`src/hw/rtl/ofms_pkg.sv`:
```
package ofms_pkg;

	localparam int PosW = 20;
	localparam int YawW = 13;
	localparam int HdgW = 16;
	localparam int TolW = 16;
	localparam int CntW = 16;
	localparam int AgeW = 24;
	localparam int CfgIdxW = 3;
	localparam int CfgDataW = 24;

	typedef enum logic [2:0] {
		ST_WAIT_LINK = 3'd0,
		ST_WAIT_ODOM = 3'd1,
		ST_INIT_SP   = 3'd2,
		ST_REQ_OFFB  = 3'd3,
		ST_ARM       = 3'd4,
		ST_TAKEOFF   = 3'd5,
		ST_HOVER     = 3'd6,
		ST_COMMAND   = 3'd7
	} mode_t;

	typedef enum logic [2:0] {
		REG_TAKEOFF_X   = 3'd0,
		REG_TAKEOFF_Y   = 3'd1,
		REG_TAKEOFF_Z   = 3'd2,
		REG_TAKEOFF_YAW = 3'd3,
		REG_REACH_TOL   = 3'd4,
		REG_INIT_TOTAL  = 3'd5,
		REG_REQ_GAP     = 3'd6,
		REG_CMD_TIMEOUT = 3'd7
	} reg_idx_t;

	localparam logic [1:0] SP_NONE = 2'd0;
	localparam logic [1:0] SP_POS  = 2'd1;
	localparam logic [1:0] SP_VEL  = 2'd2;

	localparam logic [2:0] CMD_IDLE  = 3'd0;
	localparam logic [2:0] CMD_HOVER = 3'd1;
	localparam logic [2:0] CMD_POS   = 3'd2;
	localparam logic [2:0] CMD_VEL   = 3'd3;

	localparam logic FUNC_TICK = 1'b0;
	localparam logic FUNC_CMD  = 1'b1;

	typedef struct packed {
		logic [PosW-1:0] takeoff_x;
		logic [PosW-1:0] takeoff_y;
		logic [PosW-1:0] takeoff_z;
		logic [YawW-1:0] takeoff_yaw;
		logic [TolW-1:0] reach_tol;
		logic [CntW-1:0] init_total;
		logic [AgeW-1:0] req_gap;
		logic [AgeW-1:0] cmd_timeout;
	} cfg_t;

	typedef struct packed {
		logic            func;
		logic            link_up;
		logic            odom_valid;
		logic            in_offboard;
		logic            is_armed;
		logic            cmd_enable;
		logic [2:0]      cmd_kind;
		logic [PosW-1:0] val_x;
		logic [PosW-1:0] val_y;
		logic [PosW-1:0] val_z;
		logic [HdgW-1:0] val_heading;
	} item_t;

	typedef struct packed {
		logic [1:0]      kind;
		logic [PosW-1:0] x;
		logic [PosW-1:0] y;
		logic [PosW-1:0] z;
		logic [HdgW-1:0] heading;
	} sp_t;

	typedef struct packed {
		mode_t state;
		sp_t   sp;
		logic  want_offboard;
		logic  want_arm;
	} result_t;

endpackage

```
`src/hw/rtl/offboard_flight_mode_sequencer.sv`:
```
// Launch sequencer: walks a vehicle from link-up through takeoff to hover and
// then follows external commands.
// Input channel (in_valid/in_ready) carries one item per transfer. A tick
// (func = 0) brings status flags and odometry and yields exactly one result
// transfer on the output channel (out_valid/out_ready): the new state, the
// setpoint published on that tick and the offboard/arm request pulses. A
// command item (func = 1) only stores the command and restarts its age; it
// yields no result.
// An accepted item is held in the input register, and a tick's result is
// then loaded into the output register, whose valid drives out_valid; a
// stalled receiver can hold a tick between the two. Throughput is one item
// per cycle while no tick waits on a stalled output, limited by the
// combinational step path (three squares, a sum and a compare against the squared tolerance).
// When the receiver stalls, the finished result holds in the output register
// and one further item may wait in the input register; commands behind a
// stalled tick wait their turn so order is kept.
// Reset clears the state to wait-for-link, all counters and ages, and loads
// the configuration registers with their defaults. Configuration writes
// (cfg_we, cfg_index, cfg_data) take effect at the clock edge and are meant
// for idle periods only.
module offboard_flight_mode_sequencer import ofms_pkg::*; (
	input  logic                clk,
	input  logic                arst_n,

	input  logic                cfg_we,
	input  logic [CfgIdxW-1:0]  cfg_index,
	input  logic [CfgDataW-1:0] cfg_data,

	input  logic                in_valid,
	output logic                in_ready,
	input  logic                func,
	input  logic                link_up,
	input  logic                odom_valid,
	input  logic                in_offboard,
	input  logic                is_armed,
	input  logic                cmd_enable,
	input  logic [2:0]          cmd_kind,
	input  logic [PosW-1:0]     val_x,
	input  logic [PosW-1:0]     val_y,
	input  logic [PosW-1:0]     val_z,
	input  logic [HdgW-1:0]     val_heading,

	output logic                out_valid,
	input  logic                out_ready,
	output logic [2:0]          fsm_state,
	output logic [1:0]          setpoint_kind,
	output logic [PosW-1:0]     sp_x,
	output logic [PosW-1:0]     sp_y,
	output logic [PosW-1:0]     sp_z,
	output logic [HdgW-1:0]     sp_heading,
	output logic                want_offboard,
	output logic                want_arm
);

	cfg_t    cfg_q;
	item_t   item_s1;
	logic    valid_s1;
	result_t res;
	result_t res_s2;
	logic    valid_s2;
	logic    out_free, adv_s1, step_tick, step_cmd, in_xfer;

	// Configuration registers, truncated to each register's width.
	always_ff @(posedge clk or negedge arst_n) begin
		if (!arst_n) begin
			cfg_q.takeoff_x   <= PosW'(0);
			cfg_q.takeoff_y   <= PosW'(0);
			cfg_q.takeoff_z   <= PosW'(1500);
			cfg_q.takeoff_yaw <= YawW'(0);
			cfg_q.reach_tol   <= TolW'(150);
			cfg_q.init_total  <= CntW'(100);
			cfg_q.req_gap     <= AgeW'(500);
			cfg_q.cmd_timeout <= AgeW'(50);
		end else if (cfg_we) begin
			unique case (reg_idx_t'(cfg_index))
				REG_TAKEOFF_X:   cfg_q.takeoff_x   <= cfg_data[PosW-1:0];
				REG_TAKEOFF_Y:   cfg_q.takeoff_y   <= cfg_data[PosW-1:0];
				REG_TAKEOFF_Z:   cfg_q.takeoff_z   <= cfg_data[PosW-1:0];
				REG_TAKEOFF_YAW: cfg_q.takeoff_yaw <= cfg_data[YawW-1:0];
				REG_REACH_TOL:   cfg_q.reach_tol   <= cfg_data[TolW-1:0];
				REG_INIT_TOTAL:  cfg_q.init_total  <= cfg_data[CntW-1:0];
				REG_REQ_GAP:     cfg_q.req_gap     <= cfg_data[AgeW-1:0];
				REG_CMD_TIMEOUT: cfg_q.cmd_timeout <= cfg_data[AgeW-1:0];
			endcase
		end
	end

	// A command always drains from the input register; a tick needs a free
	// output slot, either empty or being taken this cycle.
	assign out_free  = !valid_s2 || out_ready;
	assign adv_s1    = valid_s1 && ((item_s1.func == FUNC_CMD) || out_free);
	assign step_tick = adv_s1 && (item_s1.func == FUNC_TICK);
	assign step_cmd  = adv_s1 && (item_s1.func == FUNC_CMD);
	assign in_ready  = !valid_s1 || adv_s1;
	assign in_xfer   = in_valid && in_ready;

	always_ff @(posedge clk or negedge arst_n) begin
		if (!arst_n) begin
			valid_s1 <= 1'b0;
		end else if (in_ready) begin
			valid_s1 <= in_valid;
		end
	end

	always_ff @(posedge clk) begin
		if (in_xfer) begin
			item_s1.func        <= func;
			item_s1.link_up     <= link_up;
			item_s1.odom_valid  <= odom_valid;
			item_s1.in_offboard <= in_offboard;
			item_s1.is_armed    <= is_armed;
			item_s1.cmd_enable  <= cmd_enable;
			item_s1.cmd_kind    <= cmd_kind;
			item_s1.val_x       <= val_x;
			item_s1.val_y       <= val_y;
			item_s1.val_z       <= val_z;
			item_s1.val_heading <= val_heading;
		end
	end

	ofms_core u_core (
		.clk       (clk),
		.arst_n    (arst_n),
		.step_tick (step_tick),
		.step_cmd  (step_cmd),
		.item      (item_s1),
		.cfg       (cfg_q),
		.res       (res)
	);

	// Output register: load on a tick step, drop valid once taken.
	always_ff @(posedge clk or negedge arst_n) begin
		if (!arst_n) begin
			valid_s2 <= 1'b0;
		end else if (out_free) begin
			valid_s2 <= step_tick;
		end
	end

	always_ff @(posedge clk) begin
		if (step_tick) begin
			res_s2 <= res;
		end
	end

	assign out_valid     = valid_s2;
	assign fsm_state     = res_s2.state;
	assign setpoint_kind = res_s2.sp.kind;
	assign sp_x          = res_s2.sp.x;
	assign sp_y          = res_s2.sp.y;
	assign sp_z          = res_s2.sp.z;
	assign sp_heading    = res_s2.sp.heading;
	assign want_offboard = res_s2.want_offboard;
	assign want_arm      = res_s2.want_arm;

endmodule

```
`src/hw/rtl/ofms_reach.sv`:
```
module ofms_reach import ofms_pkg::*; (
	input  logic [PosW-1:0] pos_x,
	input  logic [PosW-1:0] pos_y,
	input  logic [PosW-1:0] pos_z,
	input  logic [PosW-1:0] tgt_x,
	input  logic [PosW-1:0] tgt_y,
	input  logic [PosW-1:0] tgt_z,
	input  logic [TolW-1:0] tol,
	output logic            reached
);

	logic signed [PosW:0]       dx, dy, dz;
	logic signed [2*PosW+1:0]   sqx, sqy, sqz;
	logic        [2*PosW+2:0]   dist2;
	logic        [2*TolW-1:0]   tol2;

	// widen by one bit so the difference cannot wrap
	assign dx = $signed({pos_x[PosW-1], pos_x}) - $signed({tgt_x[PosW-1], tgt_x});
	assign dy = $signed({pos_y[PosW-1], pos_y}) - $signed({tgt_y[PosW-1], tgt_y});
	assign dz = $signed({pos_z[PosW-1], pos_z}) - $signed({tgt_z[PosW-1], tgt_z});

	assign sqx = dx * dx;
	assign sqy = dy * dy;
	assign sqz = dz * dz;

	assign dist2 = (2*PosW+3)'($unsigned(sqx)) + (2*PosW+3)'($unsigned(sqy))
		+ (2*PosW+3)'($unsigned(sqz));
	assign tol2 = tol * tol;

	assign reached = dist2 < (2*PosW+3)'(tol2);

endmodule

```
`src/hw/rtl/ofms_core.sv`:
```
module ofms_core import ofms_pkg::*; (
	input  logic    clk,
	input  logic    arst_n,
	input  logic    step_tick,
	input  logic    step_cmd,
	input  item_t   item,
	input  cfg_t    cfg,
	output result_t res
);

	mode_t           state_q, state_d;
	logic [CntW-1:0] init_q, init_d, init_inc;
	logic [AgeW-1:0] req_age_q, req_age_d, req_base;
	logic [AgeW-1:0] cmd_age_q, cmd_age_d;
	logic            req_before_q, req_before_d;
	logic            cmd_seen_q;
	logic            hov_cap_q, hov_cap_d;
	logic [PosW-1:0] hov_x_q, hov_y_q, hov_z_q;
	logic [PosW-1:0] hov_x_d, hov_y_d, hov_z_d;
	logic            st_en_q;
	logic [2:0]      st_kind_q;
	logic [PosW-1:0] st_x_q, st_y_q, st_z_q;
	logic [HdgW-1:0] st_hdg_q;

	sp_t  takeoff_sp, hover_sp, cmd_sp;
	logic reached, fresh, may_req, req_fire;

	ofms_reach u_reach (
		.pos_x   (item.val_x),
		.pos_y   (item.val_y),
		.pos_z   (item.val_z),
		.tgt_x   (cfg.takeoff_x),
		.tgt_y   (cfg.takeoff_y),
		.tgt_z   (cfg.takeoff_z),
		.tol     (cfg.reach_tol),
		.reached (reached)
	);

	assign fresh   = cmd_seen_q && (cmd_age_q < cfg.cmd_timeout);
	assign may_req = !req_before_q || (req_age_q > cfg.req_gap);

	always_comb begin
		takeoff_sp.kind    = SP_POS;
		takeoff_sp.x       = cfg.takeoff_x;
		takeoff_sp.y       = cfg.takeoff_y;
		takeoff_sp.z       = cfg.takeoff_z;
		takeoff_sp.heading = {{(HdgW-YawW){cfg.takeoff_yaw[YawW-1]}}, cfg.takeoff_yaw};

		hover_sp = takeoff_sp;
		if (hov_cap_q) begin
			hover_sp.x = hov_x_q;
			hover_sp.y = hov_y_q;
			hover_sp.z = hov_z_q;
		end

		cmd_sp.kind    = (st_kind_q == CMD_POS) ? SP_POS : SP_VEL;
		cmd_sp.x       = st_x_q;
		cmd_sp.y       = st_y_q;
		cmd_sp.z       = st_z_q;
		cmd_sp.heading = st_hdg_q;
	end

	assign init_inc = (init_q == {CntW{1'b1}}) ? init_q : init_q + CntW'(1);

	always_comb begin
		state_d   = state_q;
		init_d    = init_q;
		hov_cap_d = hov_cap_q;
		hov_x_d   = hov_x_q;
		hov_y_d   = hov_y_q;
		hov_z_d   = hov_z_q;
		req_fire  = 1'b0;
		res       = '0;

		unique case (state_q)
			ST_WAIT_LINK: begin
				if (item.link_up) state_d = ST_WAIT_ODOM;
			end
			ST_WAIT_ODOM: begin
				if (item.odom_valid) begin
					state_d = ST_INIT_SP;
					init_d  = '0;
				end
			end
			ST_INIT_SP: begin
				res.sp = takeoff_sp;
				init_d = init_inc;
				if (init_inc >= cfg.init_total) state_d = ST_REQ_OFFB;
			end
			ST_REQ_OFFB: begin
				res.sp = takeoff_sp;
				if (item.in_offboard) begin
					state_d = ST_ARM;
				end else if (may_req) begin
					res.want_offboard = 1'b1;
					req_fire          = 1'b1;
				end
			end
			ST_ARM: begin
				res.sp = takeoff_sp;
				if (!item.in_offboard) begin
					state_d = ST_REQ_OFFB;
				end else if (item.is_armed) begin
					state_d = ST_TAKEOFF;
				end else if (may_req) begin
					res.want_arm = 1'b1;
					req_fire     = 1'b1;
				end
			end
			ST_TAKEOFF: begin
				res.sp = takeoff_sp;
				if (item.odom_valid && reached) begin
					hov_cap_d = 1'b1;
					hov_x_d   = item.val_x;
					hov_y_d   = item.val_y;
					hov_z_d   = item.val_z;
					state_d   = ST_HOVER;
				end
			end
			ST_HOVER: begin
				res.sp = hover_sp;
				if (!item.in_offboard) begin
					state_d = ST_REQ_OFFB;
				end else if (fresh && st_en_q) begin
					if (st_kind_q == CMD_HOVER) begin
						hov_cap_d = item.odom_valid;
						if (item.odom_valid) begin
							hov_x_d = item.val_x;
							hov_y_d = item.val_y;
							hov_z_d = item.val_z;
						end
					end else if (st_kind_q != CMD_IDLE) begin
						state_d = ST_COMMAND;
					end
				end
			end
			ST_COMMAND: begin
				if (!item.in_offboard) begin
					state_d = ST_REQ_OFFB;
				end else if (!item.is_armed) begin
					state_d = ST_ARM;
				end else if (fresh && st_en_q
					&& (st_kind_q == CMD_POS || st_kind_q == CMD_VEL)) begin
					res.sp = cmd_sp;
				end else if (!fresh || !st_en_q || st_kind_q == CMD_IDLE
					|| st_kind_q == CMD_HOVER) begin
					// fall back to hover, at the present position when odometry is valid
					hov_cap_d = item.odom_valid;
					if (item.odom_valid) begin
						hov_x_d = item.val_x;
						hov_y_d = item.val_y;
						hov_z_d = item.val_z;
					end
					state_d = ST_HOVER;
				end else begin
					// land and unknown kinds hold hover
					res.sp = hover_sp;
				end
			end
		endcase

		res.state = state_d;
	end

	always_comb begin
		req_before_d = req_before_q || req_fire;
		req_base     = req_fire ? '0 : req_age_q;
		req_age_d    = (req_base == {AgeW{1'b1}}) ? req_base : req_base + AgeW'(1);
		cmd_age_d    = (cmd_age_q == {AgeW{1'b1}}) ? cmd_age_q : cmd_age_q + AgeW'(1);
	end

	always_ff @(posedge clk or negedge arst_n) begin
		if (!arst_n) begin
			state_q      <= ST_WAIT_LINK;
			init_q       <= '0;
			req_age_q    <= '0;
			req_before_q <= 1'b0;
			cmd_seen_q   <= 1'b0;
			cmd_age_q    <= '0;
			hov_cap_q    <= 1'b0;
			st_en_q      <= 1'b0;
		end else if (step_cmd) begin
			cmd_seen_q <= 1'b1;
			cmd_age_q  <= '0;
			st_en_q    <= item.cmd_enable;
		end else if (step_tick) begin
			state_q      <= state_d;
			init_q       <= init_d;
			req_age_q    <= req_age_d;
			req_before_q <= req_before_d;
			cmd_age_q    <= cmd_age_d;
			hov_cap_q    <= hov_cap_d;
		end
	end

	always_ff @(posedge clk) begin
		if (step_cmd) begin
			st_kind_q <= item.cmd_kind;
			st_x_q    <= item.val_x;
			st_y_q    <= item.val_y;
			st_z_q    <= item.val_z;
			st_hdg_q  <= item.val_heading;
		end
		if (step_tick) begin
			hov_x_q <= hov_x_d;
			hov_y_q <= hov_y_d;
			hov_z_q <= hov_z_d;
		end
	end

endmodule

```
`config.mk`:
```
export PLATFORM = sky130hd
export DESIGN_NAME = offboard_flight_mode_sequencer
export DESIGN_NICKNAME = d
export VERILOG_FILES = /design/src/hw/rtl/ofms_pkg.sv /design/src/hw/rtl/offboard_flight_mode_sequencer.sv /design/src/hw/rtl/ofms_reach.sv /design/src/hw/rtl/ofms_core.sv
export SDC_FILE = /design/constraint.sdc
export NUM_CORES = 2
export LEC_CHECK = 0
export ABC_AREA = 1
export CAP_MARGIN = 20
export CORE_ASPECT_RATIO = 0.7
export CORE_MARGIN = 2
export CORE_UTILIZATION = 65
export CTS_CLUSTER_SIZE = 25
export DETAILED_ROUTE_END_ITERATION = 10
export DONT_BUFFER_PORTS = 1
export PLACE_DENSITY_LB_ADDON = 0.25
export SLEW_MARGIN = 10
export SYNTH_ARGS = -nofsm -noshare
export SYNTH_HDL_FRONTEND = slang
export SYNTH_SLANG_ARGS = --single-unit
export TNS_END_PERCENT = 30
```
`constraint.sdc`:
```
create_clock -name clk -period 15.1 [get_ports clk]
set_input_delay 3.02 -clock clk [delete_from_list [all_inputs] [get_ports clk]]
set_output_delay 3.02 -clock clk [all_outputs]
set_load 0.01 [all_outputs]
```
==> results_dict.tcl <==
set metrics [dict create \
    fin_util 0.682 \
    synth-warning-count 0 \
    drt_first_pass_iters 8 \
    die_area_um2 128000 \
    wl_um 232000 \
    slew_headroom 0.216 \
    async_reset_ff_frac 0.424 \
    cts_tree "done" \
    syn_nets 11500 \
    yosys-top-cells-area "fa_1 36%, edfxtp_1 11%, inv_1 11%, ha_1 9.8%, nand2_1 6.9%" \
    cts-resized-gates 0 \
    drive_above_1_share 0.0270 \
    cts_setup_buffers 0 \
    drt-initial-drc-count 7467 \
    ys.flop_type "edfxtp_1" \
    grt_max_degree 227 \
    core-area_um2 124000 \
    cp-start-kind "flip-flop" \
    postSynthAreaPerCell_um2 8.80 \
    gp_congestion 1.05 \
    synth_edf_count 307 \
    post_drt_wl_per_cell_um 21.4 \
    drc 0 \
    setup_tns_ns 0 \
    post-route-min-period_ns 14.54 \
    critPathSlowestCell "xnor2_1" \
    die_w_um 427 \
    fin_crit_sh 0.963 \
    num-fill-cells 9958 \
    hp-class "reg -> reg" \
    cts_hold_buffers 0 \
    place_area_um2 83300 \
    die_y_um 300 \
    cts-root-buf "clkbuf_16" \
    drtAntennaViolNets 0 \
    dp_hpwl_um 191000 \
    crit_path_end_kind "flip-flop" \
    fmax_mhz 68.8 \
    rsz0062_at_grt "false" \
    grt_use_total 0.376 \
    hold_viol 0 \
    route.vias.total 63400 \
    synth_top_area_cell "fa_1" \
    status "finished clean" \
    stdcell_area_um2 84700 \
    vias_per_cell 5.83 \
    cts_buffers 41 \
    fin_cells 10900 \
    clockBufferDepth 3 \
    cts_max_level 2 \
    rows 108 \
    grt_pass1_vias 65300 \
    finalSetupViolations 0 \
    grt_pass1_wl_um 370000 \
    seq_area_frac_synth 0.183 \
    fin_worst_skew_ns 0.0248 \
    ys_types 71 \
    netlist_instances 9278 \
    synth_top_area_frac 0.360 \
    synth.most_common_cell "inv_1" \
    syn_to_final_growth_pct 3.76 \
    grt_overflow_total 0 \
    tightest_slew_ns 1.17 \
    path_max_fanout 38 \
    final_net_count 11400 \
    syn_area_um2 81600 \
    initial_core_util 0.657 \
    ys_seq_elements 533 \
    required_ns 15.33 \
    cts.sinks 533 \
    antenna_found_initial 26 \
    critPathKind "reg -> reg" \
    arrival_ns 14.77 \
    placed_cells 10800 \
    cap_violations 0 \
    synth_common_cells "2351 x inv_1, 1492 x nand2_1, 1468 x fa_1" \
    numPortBuffers 0 \
    ios 202 \
    clk_pin_slew_ns 0.07 \
    critPathMaxStageDelay_ns 0.94 \
    slew_viol_final 0 \
    clock_latency_ns 0.57 \
]
[through the flow]
| stage | setup WS (ns) | hold WS (ns) |
|---|---|---|
| floorplan | 3.10 | 0.400 |
| global placement | 1.08 | 0.402 |
| detailed placement | 1.01 | 0.405 |
| CTS | 0.953 | 0.420 |
| global route | 0.0131 | 0.416 |
| finish | 0.564 | 0.417 |
[worst max-delay path: cells and delay by family, from the launching register on]
kind | cells | cell delay (ns)
AOI/OAI and AO/OA | 14 | 2.47
DFF | 1 | 0.54
buffers and inverters | 10 | 1.92
xor gates and xnor gates | 3 | 1.73
adders and majority gates | 12 | 5.19
and+or+nand+nor | 14 | 2.30
[routing by layer]
layer | vias up | GRT usage | wire length, µm
li1 | 28000 | - | -
met3 | 461 | 0.0934 | 29400
met2 | 3635 | 0.544 | 98700
met5 | - | 0 | 48
met4 | 8 | 0.101 | 7320
met1 | 31300 | 0.568 | 96900
[final cells by class]
cell class | instances | area [µm²] | share of cell area
multi-input combinational | 6141 | 56900 | 0.672
sequential | 533 | 14900 | 0.176
inverter | 2373 | 8920 | 0.105
tap | 1650 | 2060 | 0.0244
clock buffer | 54 | 1090 | 0.0129
timing repair buffer | 71 | 553 | 0.00653
clock inverter | 19 | 155 | 0.00183
antenna | 30 | 75.1 | 0.000887
[placed cells by master (no fill, tap or decap), drive strengths merged, types with 4 or more instances in the layout]
| cell | instances |
|---|---|
| dfrtp | 203 |
| nor4 | 22 |
| a211oi | 8 |
| nand3 | 285 |
| clkinv | 20 |
| o22ai | 8 |
| o2111ai | 5 |
| fa | 1468 |
| o221ai | 4 |
| clkbuf | 54 |
| nand3b | 8 |
| ha | 642 |
| nand4 | 62 |
| nand2 | 1501 |
| xnor2 | 107 |
| o21ai | 453 |
| buf | 71 |
| edfxtp | 307 |
| o211ai | 76 |
| a31oi | 19 |
| o31ai | 5 |
| dfstp | 23 |
| nor2 | 747 |
| a21o | 35 |
| a21oi | 366 |
| a21boi | 13 |
| inv | 2366 |
| and3 | 4 |
| diode | 30 |
| or2 | 9 |
| xor2 | 168 |
| o21a | 18 |
| nor3 | 64 |
| o21bai | 21 |
| clkinvlp | 4 |
[state kept, by name (all words and copies together), names as in the netlist, 24 cells and up]
| name | flops |
|---|---|
| item_s1 | 85 |
| u_core.cmd_age_q | 24 |
| u_core.req_age_q | 24 |
| cfg_q | 153 |
[cell families after synthesis]
kind of cell               Yosys count  synth area share
adders and majority gates         2110             0.459
buffers and inverters             2604             0.121
xor gates and xnor gates           275            0.0310
and+or+nand+nor                   2711             0.135
DFF                                533             0.183
AOI/OAI and AO/OA                 1045            0.0720
[final timing paths]
path / start / end / slack (ns) / cells past startpoint
worst max-delay path: cfg_q[96]$_DFFE_PN1P_ / u_core.hov_z_q[16]$_DFFE_PP_ / 0.56 / 53
worst min-delay path: item_s1[77]$_DFFE_PP_ / u_core.st_kind_q[1]$_DFFE_PP_ / 0.42 / 0
worst max register to register: cfg_q[96]$_DFFE_PN1P_ / u_core.hov_z_q[16]$_DFFE_PP_ / 0.56 / 53
worst min register to register: item_s1[77]$_DFFE_PP_ / u_core.st_kind_q[1]$_DFFE_PP_ / 0.42 / 0
max in group asynchronous: arst_n / cfg_q[14]$_DFFE_PN0P_ / 12.37 / 0
min in group asynchronous: arst_n / cfg_q[84]$_DFFE_PN0P_ / 2.15 / 0
Power is left out: the tool's default activity adds up to more than one toggle a clock period on the data nets, which glitch-free logic cannot reach.
